[src/hdl/tsrt_pkg.sv]
package tsrt_pkg;

	// Command codes carried in s_tuser
	typedef enum logic [1:0] {
		CMD_UPDATE     = 2'd0,
		CMD_INVALIDATE = 2'd1,
		CMD_QUERY      = 2'd2
	} tsrt_cmd_t;

	// Sequencer states
	typedef enum logic [1:0] {
		ST_IDLE = 2'd0,
		ST_LOAD = 2'd1,
		ST_DIV  = 2'd2,
		ST_DONE = 2'd3
	} tsrt_state_t;

	localparam int TIME_BITS   = 32;
	localparam int LIMIT_BITS  = 16;
	localparam int IN_VALUE_W  = 48;
	localparam int RATE_W      = 64;
	localparam int COUNT_BITS  = 2;
	localparam logic [COUNT_BITS-1:0] SAMPLES_NONE = 2'd0;
	localparam logic [COUNT_BITS-1:0] SAMPLES_MAX  = 2'd2;
	localparam logic [LIMIT_BITS-1:0] LIMIT_RESET  = 16'd60;

endpackage

[src/hdl/tsrt_store.sv]
module tsrt_store
	import tsrt_pkg::*;
#(
	parameter int VALUE_BITS = 48
) (
	input  logic                  clk,
	input  logic                  arst_n,
	input  logic                  step,
	input  logic [1:0]            command,
	input  logic [VALUE_BITS-1:0] sample_value,
	input  logic [TIME_BITS-1:0]  sample_time,
	output logic [VALUE_BITS-1:0] newer_value,
	output logic [TIME_BITS-1:0]  newer_time,
	output logic [VALUE_BITS-1:0] older_value,
	output logic [TIME_BITS-1:0]  older_time,
	output logic [COUNT_BITS-1:0] valid_count
);

	logic [VALUE_BITS-1:0] newer_value_q, older_value_q;
	logic [TIME_BITS-1:0]  newer_time_q, older_time_q;
	logic [COUNT_BITS-1:0] count_q;

	always_ff @(posedge clk or negedge arst_n) begin
		if (!arst_n) begin
			newer_value_q <= '0;
			newer_time_q  <= '0;
			older_value_q <= '0;
			older_time_q  <= '0;
			count_q       <= SAMPLES_NONE;
		end else if (step) begin
			case (command)
				CMD_UPDATE: begin
					if (count_q == SAMPLES_NONE) begin
						newer_value_q <= sample_value;
						newer_time_q  <= sample_time;
						count_q       <= COUNT_BITS'(1);
					end else if (newer_time_q < sample_time) begin
						// shift the newest sample down
						older_value_q <= newer_value_q;
						older_time_q  <= newer_time_q;
						newer_value_q <= sample_value;
						newer_time_q  <= sample_time;
						if (count_q != SAMPLES_MAX)
							count_q <= count_q + COUNT_BITS'(1);
					end
				end
				CMD_INVALIDATE: count_q <= SAMPLES_NONE;
				default: ;
			endcase
		end
	end

	assign newer_value = newer_value_q;
	assign newer_time  = newer_time_q;
	assign older_value = older_value_q;
	assign older_time  = older_time_q;
	assign valid_count = count_q;

endmodule

[src/hdl/tsrt_div.sv]
module tsrt_div #(
	parameter int N = 64,
	parameter int D = 32
) (
	input  logic         clk,
	input  logic         arst_n,
	input  logic         start,
	input  logic [N-1:0] dividend,
	input  logic [D-1:0] divisor,
	output logic         done,
	output logic [N-1:0] quotient
);

	localparam int CW = $clog2(N + 1);

	logic [N-1:0]  quo_q;
	logic [D-1:0]  rem_q;
	logic [D-1:0]  den_q;
	logic [CW-1:0] cnt_q;
	logic          busy_q;
	logic          done_q;
	logic [D:0]    trial;
	logic [D:0]    diff;
	logic          fits;

	// one quotient bit per cycle: shift in the next dividend bit, trial subtract
	assign trial = {rem_q, quo_q[N-1]};
	assign diff  = trial - {1'b0, den_q};
	assign fits  = trial >= {1'b0, den_q};

	always_ff @(posedge clk or negedge arst_n) begin
		if (!arst_n) begin
			busy_q <= 1'b0;
			done_q <= 1'b0;
			cnt_q  <= '0;
		end else begin
			done_q <= 1'b0;
			if (start) begin
				busy_q <= 1'b1;
				cnt_q  <= CW'(N);
			end else if (busy_q) begin
				cnt_q <= cnt_q - CW'(1);
				if (cnt_q == CW'(1)) begin
					busy_q <= 1'b0;
					done_q <= 1'b1;
				end
			end
		end
	end

	always_ff @(posedge clk) begin
		if (start) begin
			quo_q <= dividend;
			rem_q <= '0;
			den_q <= divisor;
		end else if (busy_q) begin
			quo_q <= {quo_q[N-2:0], fits};
			rem_q <= fits ? diff[D-1:0] : trial[D-1:0];
		end
	end

	assign done     = done_q;
	assign quotient = quo_q;

endmodule

[src/hdl/two_sample_rate_tracker_top.sv]
// Two-sample counter rate tracker. Each input transaction (update, invalidate
// or query, selected by s_tuser) produces exactly one output transaction with
// the newest counter value and the rate (newer - older value) / (newer - older
// time) in unsigned fixed point with FRACTION_BITS fraction bits, both gated by
// a freshness test: now_time - newest time, taken as a signed difference, must
// not exceed stale_limit_secs (written through cfg_wr_en / cfg_wr_data, reset
// 60). A falling counter gives rate 0 with rate_fresh still set. The divide is
// a radix-2 restoring unit producing one quotient bit per cycle. An item that
// needs a rate goes through ST_LOAD, ST_DIV and ST_DONE into the output
// register; any other item skips ST_DIV. A new transaction is taken once
// the previous one has left the divider and sits in the output register, so
// the output may stall without blocking the next item's work.
module two_sample_rate_tracker_top
	import tsrt_pkg::*;
#(
	parameter int VALUE_BITS    = 48,
	parameter int FRACTION_BITS = 16
) (
	input  logic                  clk,
	input  logic                  arst_n,
	input  logic                  s_tvalid,
	output logic                  s_tready,
	input  logic [111:0]          s_tdata,   // sample_value[47:0], sample_time, now_time
	input  logic [1:0]            s_tuser,   // command
	output logic                  m_tvalid,
	input  logic                  m_tready,
	output logic [111:0]          m_tdata,   // rate[63:0], current_value[47:0]
	output logic [1:0]            m_tuser,   // rate_fresh, value_fresh
	input  logic                  cfg_wr_en,
	input  logic [LIMIT_BITS-1:0] cfg_wr_data
);

	localparam int N = VALUE_BITS + FRACTION_BITS;

	tsrt_state_t state_q, state_d;

	logic [LIMIT_BITS-1:0] limit_q;
	logic [TIME_BITS-1:0]  now_q;
	logic                  rate_ok_q, val_ok_q, use_div_q;

	logic [VALUE_BITS-1:0] newer_value, older_value;
	logic [TIME_BITS-1:0]  newer_time, older_time;
	logic [COUNT_BITS-1:0] valid_count;

	logic                  in_hs;
	logic                  fresh, rate_ok, val_ok, rising;
	logic signed [TIME_BITS:0] age;
	logic [VALUE_BITS-1:0] vdiff;
	logic [TIME_BITS-1:0]  span;
	logic [N-1:0]          dividend, quotient;
	logic                  div_start, div_done;
	logic                  out_free, out_load;

	logic [RATE_W-1:0]     rate_q;
	logic [IN_VALUE_W-1:0] cur_q;
	logic                  rate_fresh_q, value_fresh_q, m_tvalid_q;

	assign in_hs    = s_tvalid && s_tready;
	assign s_tready = (state_q == ST_IDLE);

	// Hold the stale limit; writes must arrive only while idle (not enforced here)
	always_ff @(posedge clk or negedge arst_n) begin
		if (!arst_n)
			limit_q <= LIMIT_RESET;
		else if (cfg_wr_en)
			limit_q <= cfg_wr_data;
	end

	// Apply the command to the sample store at accept
	tsrt_store #(.VALUE_BITS(VALUE_BITS)) u_store (
		.clk          (clk),
		.arst_n       (arst_n),
		.step         (in_hs),
		.command      (s_tuser),
		.sample_value (s_tdata[VALUE_BITS-1:0]),
		.sample_time  (s_tdata[79:48]),
		.newer_value  (newer_value),
		.newer_time   (newer_time),
		.older_value  (older_value),
		.older_time   (older_time),
		.valid_count  (valid_count)
	);

	always_ff @(posedge clk) begin
		if (in_hs)
			now_q <= s_tdata[111:80];
	end

	// Freshness and rate operands, evaluated on the updated store in ST_LOAD
	assign age      = $signed({1'b0, now_q}) - $signed({1'b0, newer_time});
	assign fresh    = age <= $signed({{(TIME_BITS + 1 - LIMIT_BITS){1'b0}}, limit_q});
	assign val_ok   = (valid_count != SAMPLES_NONE) && fresh;
	assign rate_ok  = (valid_count == SAMPLES_MAX) && fresh;
	assign rising   = (newer_value > older_value) && (newer_time > older_time);
	assign vdiff    = newer_value - older_value;
	assign span     = newer_time - older_time;
	// the scaled difference always fits in N bits (64 at the defaults), so no saturation
	assign dividend = N'(vdiff) << FRACTION_BITS;
	assign div_start = (state_q == ST_LOAD) && rate_ok && rising;

	tsrt_div #(.N(N), .D(TIME_BITS)) u_div (
		.clk      (clk),
		.arst_n   (arst_n),
		.start    (div_start),
		.dividend (dividend),
		.divisor  (span),
		.done     (div_done),
		.quotient (quotient)
	);

	always_ff @(posedge clk) begin
		if (state_q == ST_LOAD) begin
			rate_ok_q <= rate_ok;
			val_ok_q  <= val_ok;
			use_div_q <= rate_ok && rising;
		end
	end

	assign out_free = !m_tvalid_q || m_tready;
	assign out_load = (state_q == ST_DONE) && out_free;

	always_ff @(posedge clk or negedge arst_n) begin
		if (!arst_n)
			state_q <= ST_IDLE;
		else
			state_q <= state_d;
	end

	always_comb begin
		state_d = state_q;
		case (state_q)
			ST_IDLE: if (in_hs) state_d = ST_LOAD;
			ST_LOAD: state_d = div_start ? ST_DIV : ST_DONE;
			ST_DIV:  if (div_done) state_d = ST_DONE;
			ST_DONE: if (out_free) state_d = ST_IDLE;
			default: state_d = ST_IDLE;
		endcase
	end

	// Output register: hold the result until the sink takes it
	always_ff @(posedge clk or negedge arst_n) begin
		if (!arst_n)
			m_tvalid_q <= 1'b0;
		else if (out_load)
			m_tvalid_q <= 1'b1;
		else if (m_tready)
			m_tvalid_q <= 1'b0;
	end

	always_ff @(posedge clk) begin
		if (out_load) begin
			rate_q        <= use_div_q ? RATE_W'(quotient) : '0;
			cur_q         <= val_ok_q ? IN_VALUE_W'(newer_value) : '0;
			rate_fresh_q  <= rate_ok_q;
			value_fresh_q <= val_ok_q;
		end
	end

	assign m_tvalid = m_tvalid_q;
	assign m_tdata  = {cur_q, rate_q};
	assign m_tuser  = {value_fresh_q, rate_fresh_q};

endmodule
[config.mk]
export PLATFORM = sky130hd
export DESIGN_NAME = two_sample_rate_tracker_top
export DESIGN_NICKNAME = d
export VERILOG_FILES = /design/src/hdl/tsrt_pkg.sv /design/src/hdl/tsrt_store.sv /design/src/hdl/tsrt_div.sv /design/src/hdl/two_sample_rate_tracker_top.sv
export SDC_FILE = /design/constraint.sdc
export NUM_CORES = 1
export LEC_CHECK = 0
export ABC_CLOCK_PERIOD_IN_PS = 9300
export BUFFER_PORTS_ARGS = -buffer_cell sky130_fd_sc_hd__buf_2
export CAP_MARGIN = 40
export CELL_PAD_IN_SITES_DETAIL_PLACEMENT = 0
export CELL_PAD_IN_SITES_GLOBAL_PLACEMENT = 1
export CORE_ASPECT_RATIO = 1.1
export CORE_MARGIN = 4
export CORE_UTILIZATION = 48
export CTS_CLUSTER_DIAMETER = 40
export CTS_CLUSTER_SIZE = 8
export DETAILED_ROUTE_END_ITERATION = 8
export HOLD_SLACK_MARGIN = 0.08
export PLACE_DENSITY = 0.87
export SETUP_SLACK_MARGIN = 0.1
export SLEW_MARGIN = 0
export SYNTH_ARGS = -nofsm -noshare
export SYNTH_HDL_FRONTEND = slang
export SYNTH_HIERARCHICAL = 1
export SYNTH_SLANG_ARGS = --single-unit
[constraint.sdc]
create_clock -name clk -period 9.3 [get_ports clk]
set_input_delay 2.79 -clock clk [delete_from_list [all_inputs] [get_ports clk]]
set_output_delay 2.79 -clock clk [all_outputs]
set_load 0.005 [all_outputs]
==> results_dict.tcl, run 1 <==
set metrics [dict create \
    globalRoute.totalOverflow 0 \
    numCtsBuffers 86 \
    clock-root-buffer "sky130_fd_sc_hd__clkbuf_16" \
    route.final.wire_length_um 65100 \
    synthCells 2478 \
    maximum_number_of_pins_on_one_net_before_global_route_repair 91 \
    report.final.setup_viol 0 \
    run_status "finished clean" \
    timing_hold_violations_final 0 \
    slew_margin_rel 0.432 \
    grt.total_usage 0.210 \
    floorplan.core_area_sq_um 56200 \
    critical_path.max_stage_delay_ps 600 \
    p_int_uw 7840 \
    timing.critical_path.arrival_ps 7490 \
    routed_vias 19623 \
    finalSetupTns_ps 0 \
    power.sequential.fraction 0.288 \
    cts_tree "built" \
    maxSlewViolCount 0 \
    cts-htree-levels 3 \
    synth-seq-cells 467 \
    multi_input_area_sq_um 13200 \
    worst_setup_hold_path_clk_slew_ps 50 \
    power.clock.fraction 0.231 \
    postCtsResizedCells 0 \
    postLayoutCoreUtil 0.571 \
    post_synth_num_cell_types 90 \
    finalWorstSetupSlack_ps 2090 \
    drt-vias-per-instance 5.47 \
    global_route_wire_length_before_repair_um 105000 \
    maxClockFrequency_ghz 0.139 \
    cp.required_ps 9580 \
    powerDensity_nw_per_um2 404 \
    share_of_layout_cells_above_drive_strength_1 0.225 \
    synthesis_warning_total 6 \
    timing.critical_path.fanout_max 35 \
    cap_violations 0 \
    ys_top_cells_by_area "sky130_fd_sc_hd__edfxtp_1, sky130_fd_sc_hd__dfrtp_1, sky130_fd_sc_hd__ha_1, sky130_fd_sc_hd__mux2_2, sky130_fd_sc_hd__mux2_4" \
    cp_cell_sequence "ha_1 -> fa_1 -> nand2b_1 -> a21oi_1 -> o21ai_1 -> nor3_1 -> nor2_1 -> o21ai_0 -> xor2_1 -> ha_1 -> a2111oi_0 -> o211ai_1 -> a221o_1 -> nor4_1 -> nand3_1 -> o22ai_4 -> and4_4 -> buf_12 -> nor2_1 -> inv_2 -> buf_12 -> buf_4" \
    timing.critical_path.max_delay_family "simple AND/OR/NAND/NOR gates" \
    remaining_drc_errors 0 \
    synth_largest_type_area_fraction 0.269 \
    final_antenna_net_count 0 \
    clkSinkCount 467 \
    initial_core_util 0.486 \
    critical_path.endpoint_type "flop" \
    synth_top_cell_by_area "sky130_fd_sc_hd__edfxtp_1" \
    final_min_period_over_clock_period 0.775 \
    dieHeight_um 258 \
    layout.nets 3108 \
    seq_area_frac_synth 0.466 \
    ir_worst_vdd_mv 0.183 \
    initial_antenna_violation_count 0 \
    final-seq-area_sq_um 12800 \
    worstSetupStartpointType "flop" \
    ctsLongestPathBuffers 3 \
    cts_hold_repair.buffers 0 \
    cts_post_setup_buffers_inserted 0 \
    place_congestion 0.891 \
    p_leak_uw 0.0140 \
    die_area_sq_um 60900 \
    min_path_type "flop to flop" \
    worst_skew_pair.late_latency_ps 630 \
    n_antenna_cell 0 \
    detail_route.first_pass.iterations 7 \
    die_w_um 236 \
    timing.clock.skew_ps 40.2 \
    synth_async_sr_flop_share 0.407 \
    post_synth.cell_area_avg_sq_um 11.0 \
    postSynth.topFlopCell "sky130_fd_sc_hd__edfxtp_1" \
    switching_share_of_power 0.395 \
    detail_route.wl_per_cell_um 18.1 \
    grt_pass1_vias 19969 \
    port-buffer-count 250 \
    cp_slowest_cell "sky130_fd_sc_hd__and4_4" \
    power.share.combinational 0.481 \
    place_hpwl_um 47500 \
    drtIter0Drc 1166 \
    place_ws_ps 2060 \
    synth_enable_flop_cells 245 \
    timing.critical_path.buf_inv 4 \
    num_rows 91 \
    timing_worst_setup_path_type "flop to flop" \
    setup_repair_after_global_routing_missed_its_margin "false" \
    fillers 4675 \
    worstMarginPinSlew_ps 845 \
    areaGrowthSynthToFinish_pct 17.3 \
    syn_area_sq_um 27400 \
    ios 251 \
    post-route-min-period_ps 7210 \
    p_sw_uw 5120 \
]
[path summary, 6_finish.rpt]
kind / slack (ps) / start / depth (start not counted) / end
setup / recovery: 2090 / u_store/newer_time[0] / 22 / u_div/quotient[42]
hold reg to reg: 440 / rate_ok_q / 0 / rate_fresh_q
setup reg to reg: 2090 / u_store/newer_time[0] / 22 / u_div/quotient[42]
min in group asynchronous: 2220 / arst_n / 1 / u_store/newer_value[18]
max in group asynchronous: 5660 / arst_n / 2 / limit_q[15]
hold / removal: 440 / rate_ok_q / 0 / rate_fresh_q
[kinds of logic (layout without fill, tap and decap cells)]
logic type               after synthesis  in the layout  share of synthesized area
AO/OA/AOI/OAI                        506            506                      0.120
XOR/XNOR                             121            121                     0.0387
adder cells (fa/ha/maj)              203            203                     0.0939
buffers and inverters                316            667                     0.0534
flip-flops                           467            467                      0.466
multiplexers                         251            251                      0.113
other                                  1             16                   0.000137
AND/OR/NAND/NOR                      613            613                      0.115
[layout by cell type, fill, tap and decap left out, types with 32 or more instances in the layout]
cell type | Yosys | layout
sky130_fd_sc_hd__and2_1 | 121 | 120
sky130_fd_sc_hd__mux2_4 | 80 | 80
sky130_fd_sc_hd__dfxtp_1 | 32 | 32
sky130_fd_sc_hd__mux2_2 | 131 | 131
sky130_fd_sc_hd__a21oi_1 | 158 | 158
sky130_fd_sc_hd__a21o_1 | 55 | 55
sky130_fd_sc_hd__xor2_1 | 40 | 40
sky130_fd_sc_hd__o21ai_0 | 85 | 85
sky130_fd_sc_hd__a211oi_1 | 35 | 35
sky130_fd_sc_hd__inv_1 | 237 | 236
sky130_fd_sc_hd__clkbuf_16 | 0 | 89
sky130_fd_sc_hd__dfrtp_1 | 186 | 186
sky130_fd_sc_hd__nand4_1 | 38 | 38
sky130_fd_sc_hd__nand2_1 | 144 | 144
sky130_fd_sc_hd__ha_1 | 199 | 199
sky130_fd_sc_hd__xnor2_1 | 81 | 81
sky130_fd_sc_hd__edfxtp_1 | 245 | 245
sky130_fd_sc_hd__buf_2 | 3 | 249
sky130_fd_sc_hd__nor2_1 | 137 | 137
[stage by stage]
step / std cells / cell area, sq um / power, uW / hold slack (ps)
2_1_floorplan: 2493 / 27400 / 8280 / 400
3_3_place_gp: 3421 / 29200 / 9730 / 419
3_5_place_dp: 3426 / 29300 / 9900 / 421
4_1_cts: 3588 / 32100 / 13000 / 433
5_1_grt: 3588 / 32100 / 13900 / 454
6_report: 3588 / 32100 / 13000 / 436
[power by group through the flow]
stage | clock (uW) | combinational (uW) | sequential (uW)
CTS | 3060 | 6210 | 3730
global placement | 0 | 6000 | 3730
global route | 3180 | 6920 | 3810
detailed placement | 0 | 6150 | 3750
finish | 3000 | 6230 | 3730
floorplan | 0 | 4700 | 3580
[cell type report]
class	count	share of cell area
sequential	467	0.397
multi-input combinational	1710	0.412
clock inverter	37	0.0129
inverter	237	0.0277
tap	744	0.0290
timing repair buffer	268	0.0456
clock buffer	125	0.0755
[routing by layer]
| layer | wire [um] | vias up | GRT usage | part of all wire |
|---|---|---|---|---|
| li1 | - | 9460 | - | - |
| met1 | 28800 | 9490 | 0.279 | 0.44 |
| met2 | 31400 | 560 | 0.356 | 0.48 |
| met3 | 3300 | 113 | 0.0348 | 0.051 |
| met4 | 1560 | 0 | 0.0636 | 0.024 |
| met5 | 0 | - | 0 | 0 |
[Yosys cell counts (all sizes together) (40+ instances only)]
cell type,n
a21o,55
a21oi,160
and2,122
clkbuf,43
dfrtp,186
edfxtp,245
ha,199
inv,237
mux2,228
nand2,145
nor2,139
o21ai,111
xnor2,81
xor2,40
[registers in the layout, summed over array words and instances (netlist names), 2 cells and up]
| register | count |
|---|---|
| cur_q | 48 |
| limit_q | 16 |
| now_q | 32 |
| rate_q | 64 |
| state_q | 2 |
| u_div/cnt_q | 7 |
| u_div/den_q | 32 |
| u_div/quotient | 64 |
| u_div/rem_q | 32 |
| u_store/newer_time | 32 |
| u_store/newer_value | 48 |
| u_store/older_time | 32 |
| u_store/older_value | 48 |
| u_store/valid_count | 2 |
[worst register-to-register path, delay by kind of cell, from the launching register on]
| family | cells | cell delay [ps] |
|---|---|---|
| DFF | 1 | 410 |
| xor gates and xnor gates | 1 | 200 |
| adders and majority gates | 3 | 920 |
| and+or+nand+nor | 7 | 2070 |
| AOI/OAI and AO/OA | 7 | 1960 |
| buffers and inverters | 4 | 1290 |
Note: power is estimated with default switching activity, not from simulation.
==> run 2, diff against run 1 <==
--- a/config.mk
+++ b/config.mk
@@ -5,19 +5,19 @@
 export SDC_FILE = /design/constraint.sdc
 export NUM_CORES = 1
 export LEC_CHECK = 0
-export ABC_CLOCK_PERIOD_IN_PS = 9300
+export ABC_CLOCK_PERIOD_IN_PS = 6100
 export BUFFER_PORTS_ARGS = -buffer_cell sky130_fd_sc_hd__buf_2
 export CAP_MARGIN = 40
 export CELL_PAD_IN_SITES_DETAIL_PLACEMENT = 0
 export CELL_PAD_IN_SITES_GLOBAL_PLACEMENT = 1
 export CORE_ASPECT_RATIO = 1.1
 export CORE_MARGIN = 4
-export CORE_UTILIZATION = 48
+export CORE_UTILIZATION = 44
 export CTS_CLUSTER_DIAMETER = 40
 export CTS_CLUSTER_SIZE = 8
 export DETAILED_ROUTE_END_ITERATION = 8
 export HOLD_SLACK_MARGIN = 0.08
-export PLACE_DENSITY = 0.87
+export PLACE_DENSITY = 0.85
 export SETUP_SLACK_MARGIN = 0.1
 export SLEW_MARGIN = 0
 export SYNTH_ARGS = -nofsm -noshare
==> constraint.sdc (replaced) <==
create_clock -name clk -period 6.1 [get_ports clk]
set_input_delay 1.83 -clock clk [delete_from_list [all_inputs] [get_ports clk]]
set_output_delay 1.83 -clock clk [all_outputs]
set_load 0.005 [all_outputs]
==> run 2 against run 1 <==
  * Sequential share of layout area is 0.11 points lower
  * Global-route usage is 1.5 points lower
  * Total power increased by 52%
  * Critical path depth shrank 1
  * Via count shrank 1.0%
  * First-iteration DRC count increased by 16%
  * Utilization decreased by 4.6 points
  * Clock power is 48% higher
  * Critical path type unchanged
  * Largest cell class unchanged
  * Highest routed layer unchanged
==> results_dict.tcl, run 2 (synthesis results as in run 1) <==
set metrics [dict create \
    timing.critical_path.depth 21 \
    multi_input_area_sq_um 13200 \
    final-seq-area_sq_um 12800 \
    place_hpwl_um 48000 \
    timing.clock.skew_ps 33.6 \
    critical_path.endpoint_type "flop" \
    timing_worst_setup_path_type "flop to flop" \
    share_of_layout_cells_above_drive_strength_1 0.226 \
    global_route_wire_length_before_repair_um 105000 \
    fillers 5399 \
    r2r_setup_slack_ps 520 \
    cap_violations 0 \
    detail_route.wl_per_cell_um 17.9 \
    timing.critical_path.arrival_ps 5870 \
    place_congestion 0.908 \
    drt-vias-per-instance 5.29 \
    r2r_start "u_store/newer_time[4]" \
    finalSetupTns_ps 0 \
    regToRegEndpoint "u_div/quotient[7]" \
    worst_setup_hold_path_clk_slew_ps 50 \
    num_rows 95 \
    setup_repair_after_global_routing_missed_its_margin "false" \
    slew_margin_rel 0.419 \
    timing.critical_path.max_delay_family "simple AND/OR/NAND/NOR gates" \
    report.final.setup_viol 0 \
    worstSetupStartpointType "flop" \
    ctsLongestPathBuffers 3 \
    grt_pass1_vias 20039 \
    clkSinkCount 467 \
    final_min_period_over_clock_period 0.915 \
    cts-htree-levels 3 \
    routed_vias 19422 \
    globalRoute.totalOverflow 0 \
    initial_core_util 0.446 \
    p_leak_uw 0.0140 \
    cp_cell_sequence "inv_1 -> ha_1 -> a21o_1 -> or3_1 -> o21ai_0 -> nand2_1 -> a21o_1 -> a21oi_1 -> xnor2_1 -> ha_1 -> nand4_1 -> nor3_1 -> a31oi_1 -> a221o_1 -> nor4_2 -> nand3_1 -> o22ai_4 -> and4_4 -> nor2_1 -> clkinvlp_4 -> buf_16" \
    cp.required_ps 6390 \
    report.power.total_uw 19700 \
    port-buffer-count 250 \
    areaGrowthSynthToFinish_pct 17.7 \
    ios 251 \
    numCtsBuffers 83 \
    grt.total_usage 0.195 \
    post-route-min-period_ps 5580 \
    timing.critical_path.buf_inv 3 \
    hold_path_startpoint "rate_ok_q" \
    timing.critical_path.fanout_max 27 \
    clock-root-buffer "sky130_fd_sc_hd__clkbuf_16" \
    run_status "finished clean" \
    top_library_cells_by_usage_in_the_layout_fill_and_taps_aside "sky130_fd_sc_hd__buf_2, sky130_fd_sc_hd__edfxtp_1, sky130_fd_sc_hd__inv_1" \
    timing_hold_violations_final 0 \
    hold_path_depth 0 \
    die_w_um 246 \
    detail_route.first_pass.iterations 5 \
    cts_tree "built" \
    maxSlewViolCount 0 \
    layout.nets 3111 \
    route.final.wire_length_um 65600 \
    initial_antenna_violation_count 3 \
    dieHeight_um 270 \
    drtIter0Drc 1353 \
    maxClockFrequency_ghz 0.179 \
    die_area_sq_um 66200 \
    floorplan.core_area_sq_um 61300 \
    min_path_type "flop to flop" \
    mostFrequentLayoutCell "sky130_fd_sc_hd__buf_2" \
    reg2regPathDepth 21 \
    cp_slowest_cell "sky130_fd_sc_hd__dfrtp_1" \
    ir_worst_vdd_mv 0.265 \
    final_antenna_net_count 0 \
    powerDensity_nw_per_um2 611 \
    min_to "rate_fresh_q" \
    remaining_drc_errors 0 \
    maximum_number_of_pins_on_one_net_before_global_route_repair 118 \
    critical_path.max_stage_delay_ps 420 \
    worst_skew_pair.late_latency_ps 620 \
    worstMarginPinSlew_ps 864 \
    cts_hold_repair.buffers 0 \
]
-- run 2: cell types whose count changed in the layout (fill, tap and decap cells not counted), sizes merged --
cell,delta
inv,-1
diode,+2
clkinvlp,-2
clkinv,-4
bufinv,+1
clkbuf,-1
buf,+5
-- run 2: worst max path at each step --
stage	startpoint	end	slack [ps]
2_1_floorplan	u_store/newer_time[0]	u_div/quotient[0]	140
3_3_place_gp	now_q[0]	u_div/quotient[33]	300
3_5_place_dp	u_store/newer_time[0]	u_div/quotient[10]	10
4_1_cts	u_store/newer_time[0]	u_div/quotient[7]	150
5_1_grt	u_store/newer_time[4]	u_div/quotient[20]	150
6_report	u_store/newer_time[4]	u_div/quotient[7]	520
-- run 2: through the flow --
step	utilization	area [sq um]	cells	hold slack (ps)	worst slack, ps
2_1_floorplan	-	27400	2493	400	138
3_3_place_gp	0.479	29400	3505	438	300
3_5_place_dp	0.479	29400	3506	438	12.4
4_1_cts	0.523	32100	3660	449	147
5_1_grt	0.525	32200	3667	455	154
6_report	0.525	32200	3668	434	518
-- run 2: where the power goes --
| group | leakage, uW | internal [uW] | switching [uW] |
|---|---|---|---|
| clock | 0.00129 | 2840 | 1580 |
| sequential | 0.00500 | 4840 | 853 |
| combinational | 0.00770 | 4190 | 5350 |
-- run 2: cell type report --
class                      instances  share of cell area
inverter                         237              0.0278
sequential                       467               0.396
tap                              824              0.0320
multi-input combinational       1710               0.411
antenna                            2            0.000155
clock inverter                    31              0.0124
timing repair buffer             274              0.0482
clock buffer                     123              0.0717
-- run 2: worst register-to-register path, cell delays in order, from the launching register on --
cell and delay (ps):
sky130_fd_sc_hd__dfrtp_1 420, sky130_fd_sc_hd__inv_1 70, sky130_fd_sc_hd__ha_1 340, sky130_fd_sc_hd__a21o_1 220
sky130_fd_sc_hd__or3_1 340, sky130_fd_sc_hd__o21ai_0 230, sky130_fd_sc_hd__nand2_1 120, sky130_fd_sc_hd__a21o_1 190
sky130_fd_sc_hd__a21oi_1 160, sky130_fd_sc_hd__xnor2_1 90, sky130_fd_sc_hd__ha_1 320, sky130_fd_sc_hd__nand4_1 140
sky130_fd_sc_hd__nor3_1 280, sky130_fd_sc_hd__a31oi_1 180, sky130_fd_sc_hd__a221o_1 410, sky130_fd_sc_hd__nor4_2 320
sky130_fd_sc_hd__nand3_1 230, sky130_fd_sc_hd__o22ai_4 220, sky130_fd_sc_hd__and4_4 340, sky130_fd_sc_hd__nor2_1 180
sky130_fd_sc_hd__clkinvlp_4 220, sky130_fd_sc_hd__buf_16 210
-- run 2: layer usage --
layer  GRT usage  routed length (um)  vias to the layer above
met3      0.0327                3040                      145
met5           0                   0                        -
met2       0.326               31700                      505
met1       0.252               28600                     9316
li1            -                   -                     9456
met4      0.0769                2290                        0
-- run 2: what timing repair did --
item,4_1_cts,5_1_grt
gates resized for setup,2,5
pin swaps,0,1
cloned,0,1
setup buffers,0,5
endpoints found under the setup margin,90,130
